[src/sv/rc4_pkg.sv]
// Shared types and constants for the RC4 stream cipher unit.
package rc4_pkg;

    // Widths fixed by the register map and the byte datapath.
    localparam int KEY_W        = 64;
    localparam int NUM_KEY_REGS = 4;
    localparam int KLEN_W       = 6;
    localparam int SKIP_W       = 16;
    localparam int CFG_IDX_W    = 3;
    localparam int PERM_DEPTH   = 256;

    // Last index of the permutation table.
    localparam logic [7:0] PERM_LAST = 8'hFF;

    // Configuration register indexes.
    typedef enum logic [CFG_IDX_W-1:0] {
        REG_KEY0 = 3'd0,
        REG_KEY1 = 3'd1,
        REG_KEY2 = 3'd2,
        REG_KEY3 = 3'd3,
        REG_KLEN = 3'd4,
        REG_SKIP = 3'd5
    } cfg_reg_t;

    // Access request from the sequencer to the permutation memory.
    typedef struct packed {
        logic       we;
        logic [7:0] waddr;
        logic [7:0] wdata;
        logic [7:0] raddr;
    } sbox_req_t;

    // Status and result from the sequencer to the top level.
    typedef struct packed {
        logic       idle;
        logic       done;
        logic [7:0] out_byte;
        logic       last_out;
        logic       key_error;
    } seq_res_t;

endpackage

[src/sv/rc4_sbox.sv]
// Permutation memory: one write port and one registered read port, write-first.
module rc4_sbox import rc4_pkg::*;
(
    input  logic       clk,
    input  sbox_req_t  req,
    output logic [7:0] rdata
);

    logic [7:0] mem [PERM_DEPTH];
    logic [7:0] rdata_reg;

    // A read of the address written in the same cycle returns the new data.
    always_ff @(posedge clk)
    begin
        if (req.we)
        begin
            mem[req.waddr] <= req.wdata;
        end
        if (req.we && (req.waddr == req.raddr))
        begin
            rdata_reg <= req.wdata;
        end
        else
        begin
            rdata_reg <= mem[req.raddr];
        end
    end

    assign rdata = rdata_reg;

endmodule

[src/sv/rc4_seq.sv]
// Sequencer for key schedule, keystream drop and keystream generation.
module rc4_seq import rc4_pkg::*;
#(
    parameter int MAX_KEY_BYTES = 32
)
(
    input  logic                           clk,
    input  logic                           rst_n,
    input  logic                           start,
    input  logic [7:0]                     data_byte,
    input  logic                           last_byte,
    input  logic [NUM_KEY_REGS*KEY_W-1:0]  key_vec,
    input  logic [KLEN_W-1:0]              key_length,
    input  logic [SKIP_W-1:0]              skip_count,
    input  logic                           take,
    input  logic [7:0]                     rdata,
    output sbox_req_t                      req,
    output seq_res_t                       res
);

    localparam int KPOS_W = (MAX_KEY_BYTES > 1) ? $clog2(MAX_KEY_BYTES) : 1;
    localparam logic [KLEN_W-1:0] KLEN_MAX = KLEN_W'(MAX_KEY_BYTES);

    typedef enum logic [3:0] {
        S_IDLE,
        S_INIT,
        S_KS_RD,
        S_KS_MIX,
        S_KS_SWAP_A,
        S_KS_SWAP_B,
        S_PR_RD,
        S_PR_J,
        S_PR_SWAP,
        S_PR_OUT,
        S_PR_DONE,
        S_DONE
    } state_t;

    state_t              state_reg;
    logic [7:0]          n_reg;
    logic [7:0]          i_reg;
    logic [7:0]          j_reg;
    logic [KPOS_W-1:0]   kpos_reg;
    logic [KLEN_W-1:0]   klen_reg;
    logic [SKIP_W-1:0]   skip_reg;
    logic                fresh_reg;
    logic [7:0]          sa_reg;
    logic [7:0]          sb_reg;
    logic [7:0]          data_reg;
    logic                last_reg;
    logic [7:0]          res_byte_reg;
    logic                res_err_reg;

    logic [7:0]          key_byte;
    logic [7:0]          ks_j;
    logic [7:0]          pr_j;
    logic [KLEN_W-1:0]   klen_eff;
    logic                kpos_wrap;

    // Byte adders for the index updates.
    assign key_byte  = key_vec[{kpos_reg, 3'b000} +: 8];
    assign ks_j      = j_reg + rdata + key_byte;
    assign pr_j      = j_reg + rdata;
    assign klen_eff  = (key_length > KLEN_MAX) ? KLEN_MAX : key_length;
    assign kpos_wrap = (KLEN_W'(kpos_reg) + KLEN_W'(1)) >= klen_reg;

    // Memory access for each step.
    always_comb
    begin
        req       = '0;
        req.raddr = i_reg + 8'd1;
        unique case (state_reg)
            S_INIT:
            begin
                req.we    = 1'b1;
                req.waddr = n_reg;
                req.wdata = n_reg;
            end
            S_KS_RD:
            begin
                req.raddr = n_reg;
            end
            S_KS_MIX:
            begin
                req.raddr = ks_j;
            end
            S_KS_SWAP_A:
            begin
                req.we    = 1'b1;
                req.waddr = n_reg;
                req.wdata = rdata;
            end
            S_KS_SWAP_B:
            begin
                req.we    = 1'b1;
                req.waddr = j_reg;
                req.wdata = sa_reg;
                req.raddr = n_reg + 8'd1;
            end
            S_PR_J:
            begin
                req.raddr = pr_j;
            end
            S_PR_SWAP:
            begin
                req.we    = 1'b1;
                req.waddr = i_reg;
                req.wdata = rdata;
            end
            S_PR_OUT:
            begin
                req.we    = 1'b1;
                req.waddr = j_reg;
                req.wdata = sa_reg;
                req.raddr = sa_reg + sb_reg;
            end
            default:
            begin
            end
        endcase
    end

    // State and registered results.
    always_ff @(posedge clk or negedge rst_n)
    begin
        if (!rst_n)
        begin
            state_reg    <= S_IDLE;
            n_reg        <= '0;
            i_reg        <= '0;
            j_reg        <= '0;
            kpos_reg     <= '0;
            klen_reg     <= '0;
            skip_reg     <= '0;
            fresh_reg    <= 1'b1;
            sa_reg       <= '0;
            sb_reg       <= '0;
            data_reg     <= '0;
            last_reg     <= 1'b0;
            res_byte_reg <= '0;
            res_err_reg  <= 1'b0;
        end
        else
        begin
            unique case (state_reg)
                S_IDLE:
                begin
                    if (start)
                    begin
                        data_reg <= data_byte;
                        last_reg <= last_byte;
                        if (key_length == '0)
                        begin
                            // No key: pass the byte through and flag it.
                            res_byte_reg <= data_byte;
                            res_err_reg  <= 1'b1;
                            fresh_reg    <= fresh_reg | last_byte;
                            state_reg    <= S_DONE;
                        end
                        else if (fresh_reg)
                        begin
                            klen_reg  <= klen_eff;
                            skip_reg  <= skip_count;
                            n_reg     <= '0;
                            state_reg <= S_INIT;
                        end
                        else
                        begin
                            // The read of entry i+1 was issued in this cycle.
                            i_reg     <= i_reg + 8'd1;
                            state_reg <= S_PR_J;
                        end
                    end
                end
                S_INIT:
                begin
                    n_reg <= n_reg + 8'd1;
                    if (n_reg == PERM_LAST)
                    begin
                        j_reg     <= '0;
                        kpos_reg  <= '0;
                        state_reg <= S_KS_RD;
                    end
                end
                S_KS_RD:
                begin
                    state_reg <= S_KS_MIX;
                end
                S_KS_MIX:
                begin
                    sa_reg    <= rdata;
                    j_reg     <= ks_j;
                    state_reg <= S_KS_SWAP_A;
                end
                S_KS_SWAP_A:
                begin
                    state_reg <= S_KS_SWAP_B;
                end
                S_KS_SWAP_B:
                begin
                    kpos_reg <= kpos_wrap ? '0 : kpos_reg + KPOS_W'(1);
                    n_reg    <= n_reg + 8'd1;
                    if (n_reg == PERM_LAST)
                    begin
                        i_reg     <= '0;
                        j_reg     <= '0;
                        state_reg <= S_PR_RD;
                    end
                    else
                    begin
                        state_reg <= S_KS_MIX;
                    end
                end
                S_PR_RD:
                begin
                    i_reg     <= i_reg + 8'd1;
                    state_reg <= S_PR_J;
                end
                S_PR_J:
                begin
                    sa_reg    <= rdata;
                    j_reg     <= pr_j;
                    state_reg <= S_PR_SWAP;
                end
                S_PR_SWAP:
                begin
                    sb_reg    <= rdata;
                    state_reg <= S_PR_OUT;
                end
                S_PR_OUT:
                begin
                    state_reg <= S_PR_DONE;
                end
                S_PR_DONE:
                begin
                    if (skip_reg != '0)
                    begin
                        // Dropped keystream byte.
                        skip_reg  <= skip_reg - SKIP_W'(1);
                        state_reg <= S_PR_RD;
                    end
                    else
                    begin
                        res_byte_reg <= data_reg ^ rdata;
                        res_err_reg  <= 1'b0;
                        fresh_reg    <= last_reg;
                        state_reg    <= S_DONE;
                    end
                end
                S_DONE:
                begin
                    if (take)
                    begin
                        state_reg <= S_IDLE;
                    end
                end
                default:
                begin
                    state_reg <= S_IDLE;
                end
            endcase
        end
    end

    assign res.idle      = (state_reg == S_IDLE);
    assign res.done      = (state_reg == S_DONE);
    assign res.out_byte  = res_byte_reg;
    assign res.last_out  = last_reg;
    assign res.key_error = res_err_reg;

endmodule

[src/sv/rc4_stream_cipher_unit.sv]
// RC4 stream cipher unit with keystream drop: top level, registers and output stage.
//
// One byte is transformed per input transfer, one at a time. The time a byte in
// the middle of a message takes is set by the permutation memory with its one
// registered read port: three dependent reads and two writes per keystream
// byte. The first byte of a message also fills the 256-entry table, runs the
// key schedule and drops skip_count keystream bytes before the next input
// transfer is possible. With key_length zero a byte passes through with
// key_error set. The finished result sits in an output register, so the next
// byte is taken while it waits on out_stall.
module rc4_stream_cipher_unit import rc4_pkg::*;
#(
    parameter int MAX_KEY_BYTES = 32
)
(
    input  logic                 clk,
    input  logic                 rst_n,
    input  logic                 cfg_we,
    input  logic [CFG_IDX_W-1:0] cfg_index,
    input  logic [KEY_W-1:0]     cfg_data,
    input  logic                 in_valid,
    output logic                 in_stall,
    input  logic [7:0]           data_byte,
    input  logic                 last_byte,
    output logic                 out_valid,
    input  logic                 out_stall,
    output logic [7:0]           out_byte,
    output logic                 last_out,
    output logic                 key_error
);

    logic [KEY_W-1:0]               key_reg [NUM_KEY_REGS];
    logic [KLEN_W-1:0]              key_length_reg;
    logic [SKIP_W-1:0]              skip_count_reg;
    logic [NUM_KEY_REGS*KEY_W-1:0]  key_vec;

    logic                           out_valid_reg;
    logic [7:0]                     out_byte_reg;
    logic                           last_out_reg;
    logic                           key_error_reg;

    logic                           start;
    logic                           take;
    logic [7:0]                     rdata;
    sbox_req_t                      req;
    seq_res_t                       res;

    // Configuration registers.
    always_ff @(posedge clk or negedge rst_n)
    begin
        if (!rst_n)
        begin
            for (int k = 0; k < NUM_KEY_REGS; k++)
            begin
                key_reg[k] <= '0;
            end
            key_length_reg <= '0;
            skip_count_reg <= '0;
        end
        else if (cfg_we)
        begin
            unique case (cfg_index)
                REG_KEY0: key_reg[0]     <= cfg_data;
                REG_KEY1: key_reg[1]     <= cfg_data;
                REG_KEY2: key_reg[2]     <= cfg_data;
                REG_KEY3: key_reg[3]     <= cfg_data;
                REG_KLEN: key_length_reg <= cfg_data[KLEN_W-1:0];
                REG_SKIP: skip_count_reg <= cfg_data[SKIP_W-1:0];
                default:
                begin
                end
            endcase
        end
    end

    assign key_vec = {key_reg[3], key_reg[2], key_reg[1], key_reg[0]};

    // Input transfers are taken only while the sequencer is idle.
    assign in_stall = !res.idle;
    assign start    = in_valid && !in_stall;

    // The result moves to the output register when that register is free.
    assign take = res.done && (!out_valid_reg || !out_stall);

    always_ff @(posedge clk or negedge rst_n)
    begin
        if (!rst_n)
        begin
            out_valid_reg <= 1'b0;
            out_byte_reg  <= '0;
            last_out_reg  <= 1'b0;
            key_error_reg <= 1'b0;
        end
        else if (take)
        begin
            out_valid_reg <= 1'b1;
            out_byte_reg  <= res.out_byte;
            last_out_reg  <= res.last_out;
            key_error_reg <= res.key_error;
        end
        else if (!out_stall)
        begin
            out_valid_reg <= 1'b0;
        end
    end

    assign out_valid = out_valid_reg;
    assign out_byte  = out_byte_reg;
    assign last_out  = last_out_reg;
    assign key_error = key_error_reg;

    rc4_seq #(
        .MAX_KEY_BYTES (MAX_KEY_BYTES)
    ) u_seq (
        .clk        (clk),
        .rst_n      (rst_n),
        .start      (start),
        .data_byte  (data_byte),
        .last_byte  (last_byte),
        .key_vec    (key_vec),
        .key_length (key_length_reg),
        .skip_count (skip_count_reg),
        .take       (take),
        .rdata      (rdata),
        .req        (req),
        .res        (res)
    );

    rc4_sbox u_sbox (
        .clk   (clk),
        .req   (req),
        .rdata (rdata)
    );

endmodule
[config.mk]
export PLATFORM = sky130hd
export DESIGN_NAME = rc4_stream_cipher_unit
export DESIGN_NICKNAME = d
export VERILOG_FILES = /design/src/sv/rc4_pkg.sv /design/src/sv/rc4_sbox.sv /design/src/sv/rc4_seq.sv /design/src/sv/rc4_stream_cipher_unit.sv
export SDC_FILE = /design/constraint.sdc
export NUM_CORES = 2
export LEC_CHECK = 0
export ABC_CLOCK_PERIOD_IN_PS = 20700
export BUFFER_PORTS_ARGS = -buffer_cell sky130_fd_sc_hd__buf_2
export CAP_MARGIN = 10
export CORE_UTILIZATION = 45
export CTS_CLUSTER_DIAMETER = 80
export DETAILED_ROUTE_END_ITERATION = 8
export SLEW_MARGIN = 20
export SYNTH_ARGS = -nofsm -noshare
export SYNTH_HDL_FRONTEND = slang
export SYNTH_SLANG_ARGS = --single-unit
export TNS_END_PERCENT = 10
[constraint.sdc]
create_clock -name clk -period 20.7 [get_ports clk]
set_input_delay 3.105 -clock clk [delete_from_list [all_inputs] [get_ports clk]]
set_output_delay 3.105 -clock clk [all_outputs]
set_load 0.01 [all_outputs]
==> results.md <==
* Number of cells on the worst hold path at 1
* CP Capture Type: register
* Largest net degree at the start of global routing at 257
* First-pass GRT wire length at 351000 um
* Number of buffers inserted during clock tree synthesis at 240
* Destination of the worst register-to-register timing path: u_seq.j_reg[7]
* WHS Endpoint: u_seq.res_byte_reg[6]
* Height of the die at 469 um
* Final setup fails at 0
* Resized Gates After CTS at 0
* Maxcap violations at 0
* TritonCTS clock tree: done
* Static power due to leakage at 0.0364 uW
* Sequential cell area fraction in the yosys report at 72.6%
* Number of DRC violations after detailed routing at 0
* Cell area after synthesis at 98000 um^2
* Setup ws final at 12440 ps
* Placed cell areas at 102000 um^2
* Number of buffers inserted for hold repair after clock tree synthesis at 0
* Data arrival, critical path at 9010 ps
* Width of the chip at 469 um
* Detailed router's first-iteration violation count at 4852
* Maximum fanout along the worst path at 96
* Max-slew headroom at 22.9%
* Setup slack of the worst register-to-register path at 12440 ps
* Drt first pass iters at 5
* Commonest non-fill, non-tap cell in the layout: sky130_fd_sc_hd__edfxtp_1
* Number of distinct standard cells referenced by the synthesized netlist at 68
* Total GRT Usage at 22.0%
* Post-synth top area share at 62.8%
* Area overhead of the layout relative to synthesis at 12.1%
* Worst setup slack before clock tree synthesis at 12440 ps
* Register bit count reported by yosys at 2435
* Kind of path behind the tightest hold check: reg2reg
* Clock power frac at 27.6%
* Buffer type at the clock tree root: sky130_fd_sc_hd__clkbuf_16
* Source of the worst hold timing path: u_seq.res_byte_reg[6]
* Period utilisation layout at 39.9%
* CP Data Required Time at 21450 ps
* DP HPWL at 142000 um
* Status: completed
* Insertion delay of the later-clocked pin in the worst-skew pair at 880 ps
* Layout Cell Area excl Fill at 110000 um^2
* Top library cells by usage in the layout, fill and taps aside: sky130_fd_sc_hd__edfxtp_1, sky130_fd_sc_hd__mux4_2, sky130_fd_sc_hd__dfrtp_1
* Antenna violations before repair at 18
* Critical Path Source Type: register
* Count of port buffers added during placement at 92
* Ports placed on the boundary at 93
* Count of buffers added by post-CTS timing repair for setup at 0
* Switching Power at 5150 uW
* Final hold slack at 484 ps
* Setup repair after global routing missed its margin: no
* Initial cell density of the core at 45.5%
* Deepest clock path buffer count at 3
* Final global-route overflow total at 0
* Worst-margin pin slew at 1150 ps
* Register area at 71200 um^2
* Fraction of synthesis flops using an asynchronous set or reset pin at 15.6%
* Crit Path Category: reg2reg
* Ranking of synthesized cells by area: sky130_fd_sc_hd__edfxtp_1, sky130_fd_sc_hd__mux4_2, sky130_fd_sc_hd__dfrtp_1, sky130_fd_sc_hd__mux2_2, sky130_fd_sc_hd__nor2_1
* DRT Wirelength at 238000 um
* Core area at 215000 um^2
* Layout net count at 5209
* Post-layout util at 51.0%
* Fraction of power spent switching nets at 32.4%
* Synthesized net count at 5071
* Count of mapped cells out of synthesis at 4956
* Share of total power in combinational logic at 32.2%
* Die Outline Area at 220000 um^2
* Highest clock rate at 121 MHz
* Hold Fails Final Rpt at 0
* Via total after detailed routing at 48300
* RePlAce Congestion at 0.809
* CTS Sinks at 2435
* Share of cells above drive strength 1 at 29.1%
* Part of the power in registers at 40.2%
* Average size of a mapped cell at 19.8 um^2
* IR Drop Worst-Case VDD at 0.126 mV
* Via count of the first global-routing pass at 49600
* Count of nets left with antenna violations after detail routing at 0
* Final setup skew at 44.0 ps
* Worst reg-to-reg path cell count at 23
* Worst-path clk slew at 60 ps
* Largest area contributor in the netlist: sky130_fd_sc_hd__edfxtp_1
* CTS H-tree lvls at 4
* Multi-input combinational cell area at 25600 um^2
* Via-to-Cell Ratio at 5.92
* Fill cell instance count of the final layout at 17100
* WL/cell at 29.2 um
* Most used flip-flop cell after synthesis: sky130_fd_sc_hd__edfxtp_1
* Post-synth EDFFs at 2048
* Power per unit of standard cell area at 145 nW/um^2
* Pins Over Slew Limit at 0
* Tmin final at 8260 ps
* Cell row count at 170
* Max FFs per register at 2048
* Number of warnings printed during yosys synthesis at 0
* Final sum of negative setup slack at 0 ps
* Internal portion of total power at 10700 uW
cell families (layout without fill, tap and decap cells):
family	count (synthesis)	count (layout)	synth area share (%)
AOI/OAI and AO/OA	428	428	2.73
xor gates and xnor gates	42	42	0.375
adders and majority gates	34	34	0.457
buffers and inverters	318	666	1.42
DFF	2435	2435	72.6
muxes	1041	1041	19.4
other	0	5	0
and+or+nand+nor	658	658	2.98
cell type report:
type	count	area share, %
repair buffers	185	1.30
flip-flops and latches	2435	64.8
well taps	2838	3.23
inverters	29	0.0991
multi-input cells	2203	23.3
diodes	5	0.0114
clock inverters	157	1.48
clock buffers	295	5.75
Yosys cell counts (4+ instances only):
master	n
sky130_fd_sc_hd__buf_1	35
sky130_fd_sc_hd__clkbuf_1	156
sky130_fd_sc_hd__a31oi_1	14
sky130_fd_sc_hd__inv_1	29
sky130_fd_sc_hd__buf_6	7
sky130_fd_sc_hd__xnor2_1	34
sky130_fd_sc_hd__dfxtp_1	8
sky130_fd_sc_hd__o21ai_1	6
sky130_fd_sc_hd__nor3_1	16
sky130_fd_sc_hd__mux2i_1	77
sky130_fd_sc_hd__nand4b_1	5
sky130_fd_sc_hd__mux2_2	306
sky130_fd_sc_hd__nand2_1	185
sky130_fd_sc_hd__nor4_4	7
sky130_fd_sc_hd__mux4_2	658
sky130_fd_sc_hd__nor2b_1	14
sky130_fd_sc_hd__xor2_1	8
sky130_fd_sc_hd__ha_1	31
sky130_fd_sc_hd__nand3b_1	5
sky130_fd_sc_hd__buf_2	79
sky130_fd_sc_hd__and2_1	9
sky130_fd_sc_hd__buf_4	12
sky130_fd_sc_hd__a21oi_1	98
sky130_fd_sc_hd__nand2b_1	27
sky130_fd_sc_hd__nor2_1	338
sky130_fd_sc_hd__o21bai_1	6
sky130_fd_sc_hd__and3_1	11
sky130_fd_sc_hd__edfxtp_1	2048
sky130_fd_sc_hd__or2_2	6
sky130_fd_sc_hd__o21ai_0	116
sky130_fd_sc_hd__a22oi_1	97
sky130_fd_sc_hd__dfrtp_1	378
sky130_fd_sc_hd__a221oi_1	16
sky130_fd_sc_hd__o2111ai_1	4
sky130_fd_sc_hd__nand3_1	15
sky130_fd_sc_hd__a21o_1	17
sky130_fd_sc_hd__nor4b_1	4
sky130_fd_sc_hd__o22ai_1	20
power groups by stage:
stage	Clock, uW	Sequential, uW	Combinational [uW]
finish	4390	6400	5110
global route	4640	6440	5460
CTS	4460	6420	5150
detailed placement	0	6520	5130
global placement	0	6500	5080
floorplan	0	6790	3480
critical path, stage by stage (launching register included):
cell and delay, ps:
sky130_fd_sc_hd__dfxtp_4 650, sky130_fd_sc_hd__buf_12 430, sky130_fd_sc_hd__buf_4 650, sky130_fd_sc_hd__buf_4 800, sky130_fd_sc_hd__mux4_2 410, sky130_fd_sc_hd__mux4_2 540
sky130_fd_sc_hd__a22oi_1 330, sky130_fd_sc_hd__a21oi_1 340, sky130_fd_sc_hd__nor4_4 690, sky130_fd_sc_hd__inv_1 140, sky130_fd_sc_hd__ha_1 250, sky130_fd_sc_hd__fa_1 400
sky130_fd_sc_hd__a21o_1 170, sky130_fd_sc_hd__a21oi_1 210, sky130_fd_sc_hd__o21bai_1 100, sky130_fd_sc_hd__a21oi_1 170, sky130_fd_sc_hd__xnor2_1 170, sky130_fd_sc_hd__ha_1 310
sky130_fd_sc_hd__a21oi_1 160, sky130_fd_sc_hd__o21ai_0 120, sky130_fd_sc_hd__xnor2_1 270, sky130_fd_sc_hd__nor2_1 80, sky130_fd_sc_hd__o21a_1 170, sky130_fd_sc_hd__o31a_1 270
per-stage QoR:
step / cells / power (uW)
2_1_floorplan: 4956 / 10300
3_3_place_gp: 7684 / 11600
3_5_place_dp: 7684 / 11600
4_1_cts: 8136 / 16000
5_1_grt: 8144 / 16500
6_report: 8147 / 15900
how the worst max path moves through the flow:
stage	to	slack, ps	cells past startpoint
floorplan	u_sbox.mem[0][2]	6480	10
detailed placement	u_seq.j_reg[7]	12440	23
CTS	u_seq.j_reg[7]	12380	23
global route	u_seq.j_reg[7]	12070	23
global placement	u_seq.j_reg[7]	12420	23
finish	u_seq.j_reg[7]	12440	23
metal layers:
metal / GRT usage, % / vias to the layer above / share of wire (%)
met3: 3.88 / 366 / 6.2
li1: - / 20400 / -
met5: 0 / - / 0.061
met2: 35.9 / 1508 / 49
met4: 6.47 / 22 / 2.9
met1: 30.3 / 25900 / 41
No activity file was read; power rests on OpenSTA's default activity.
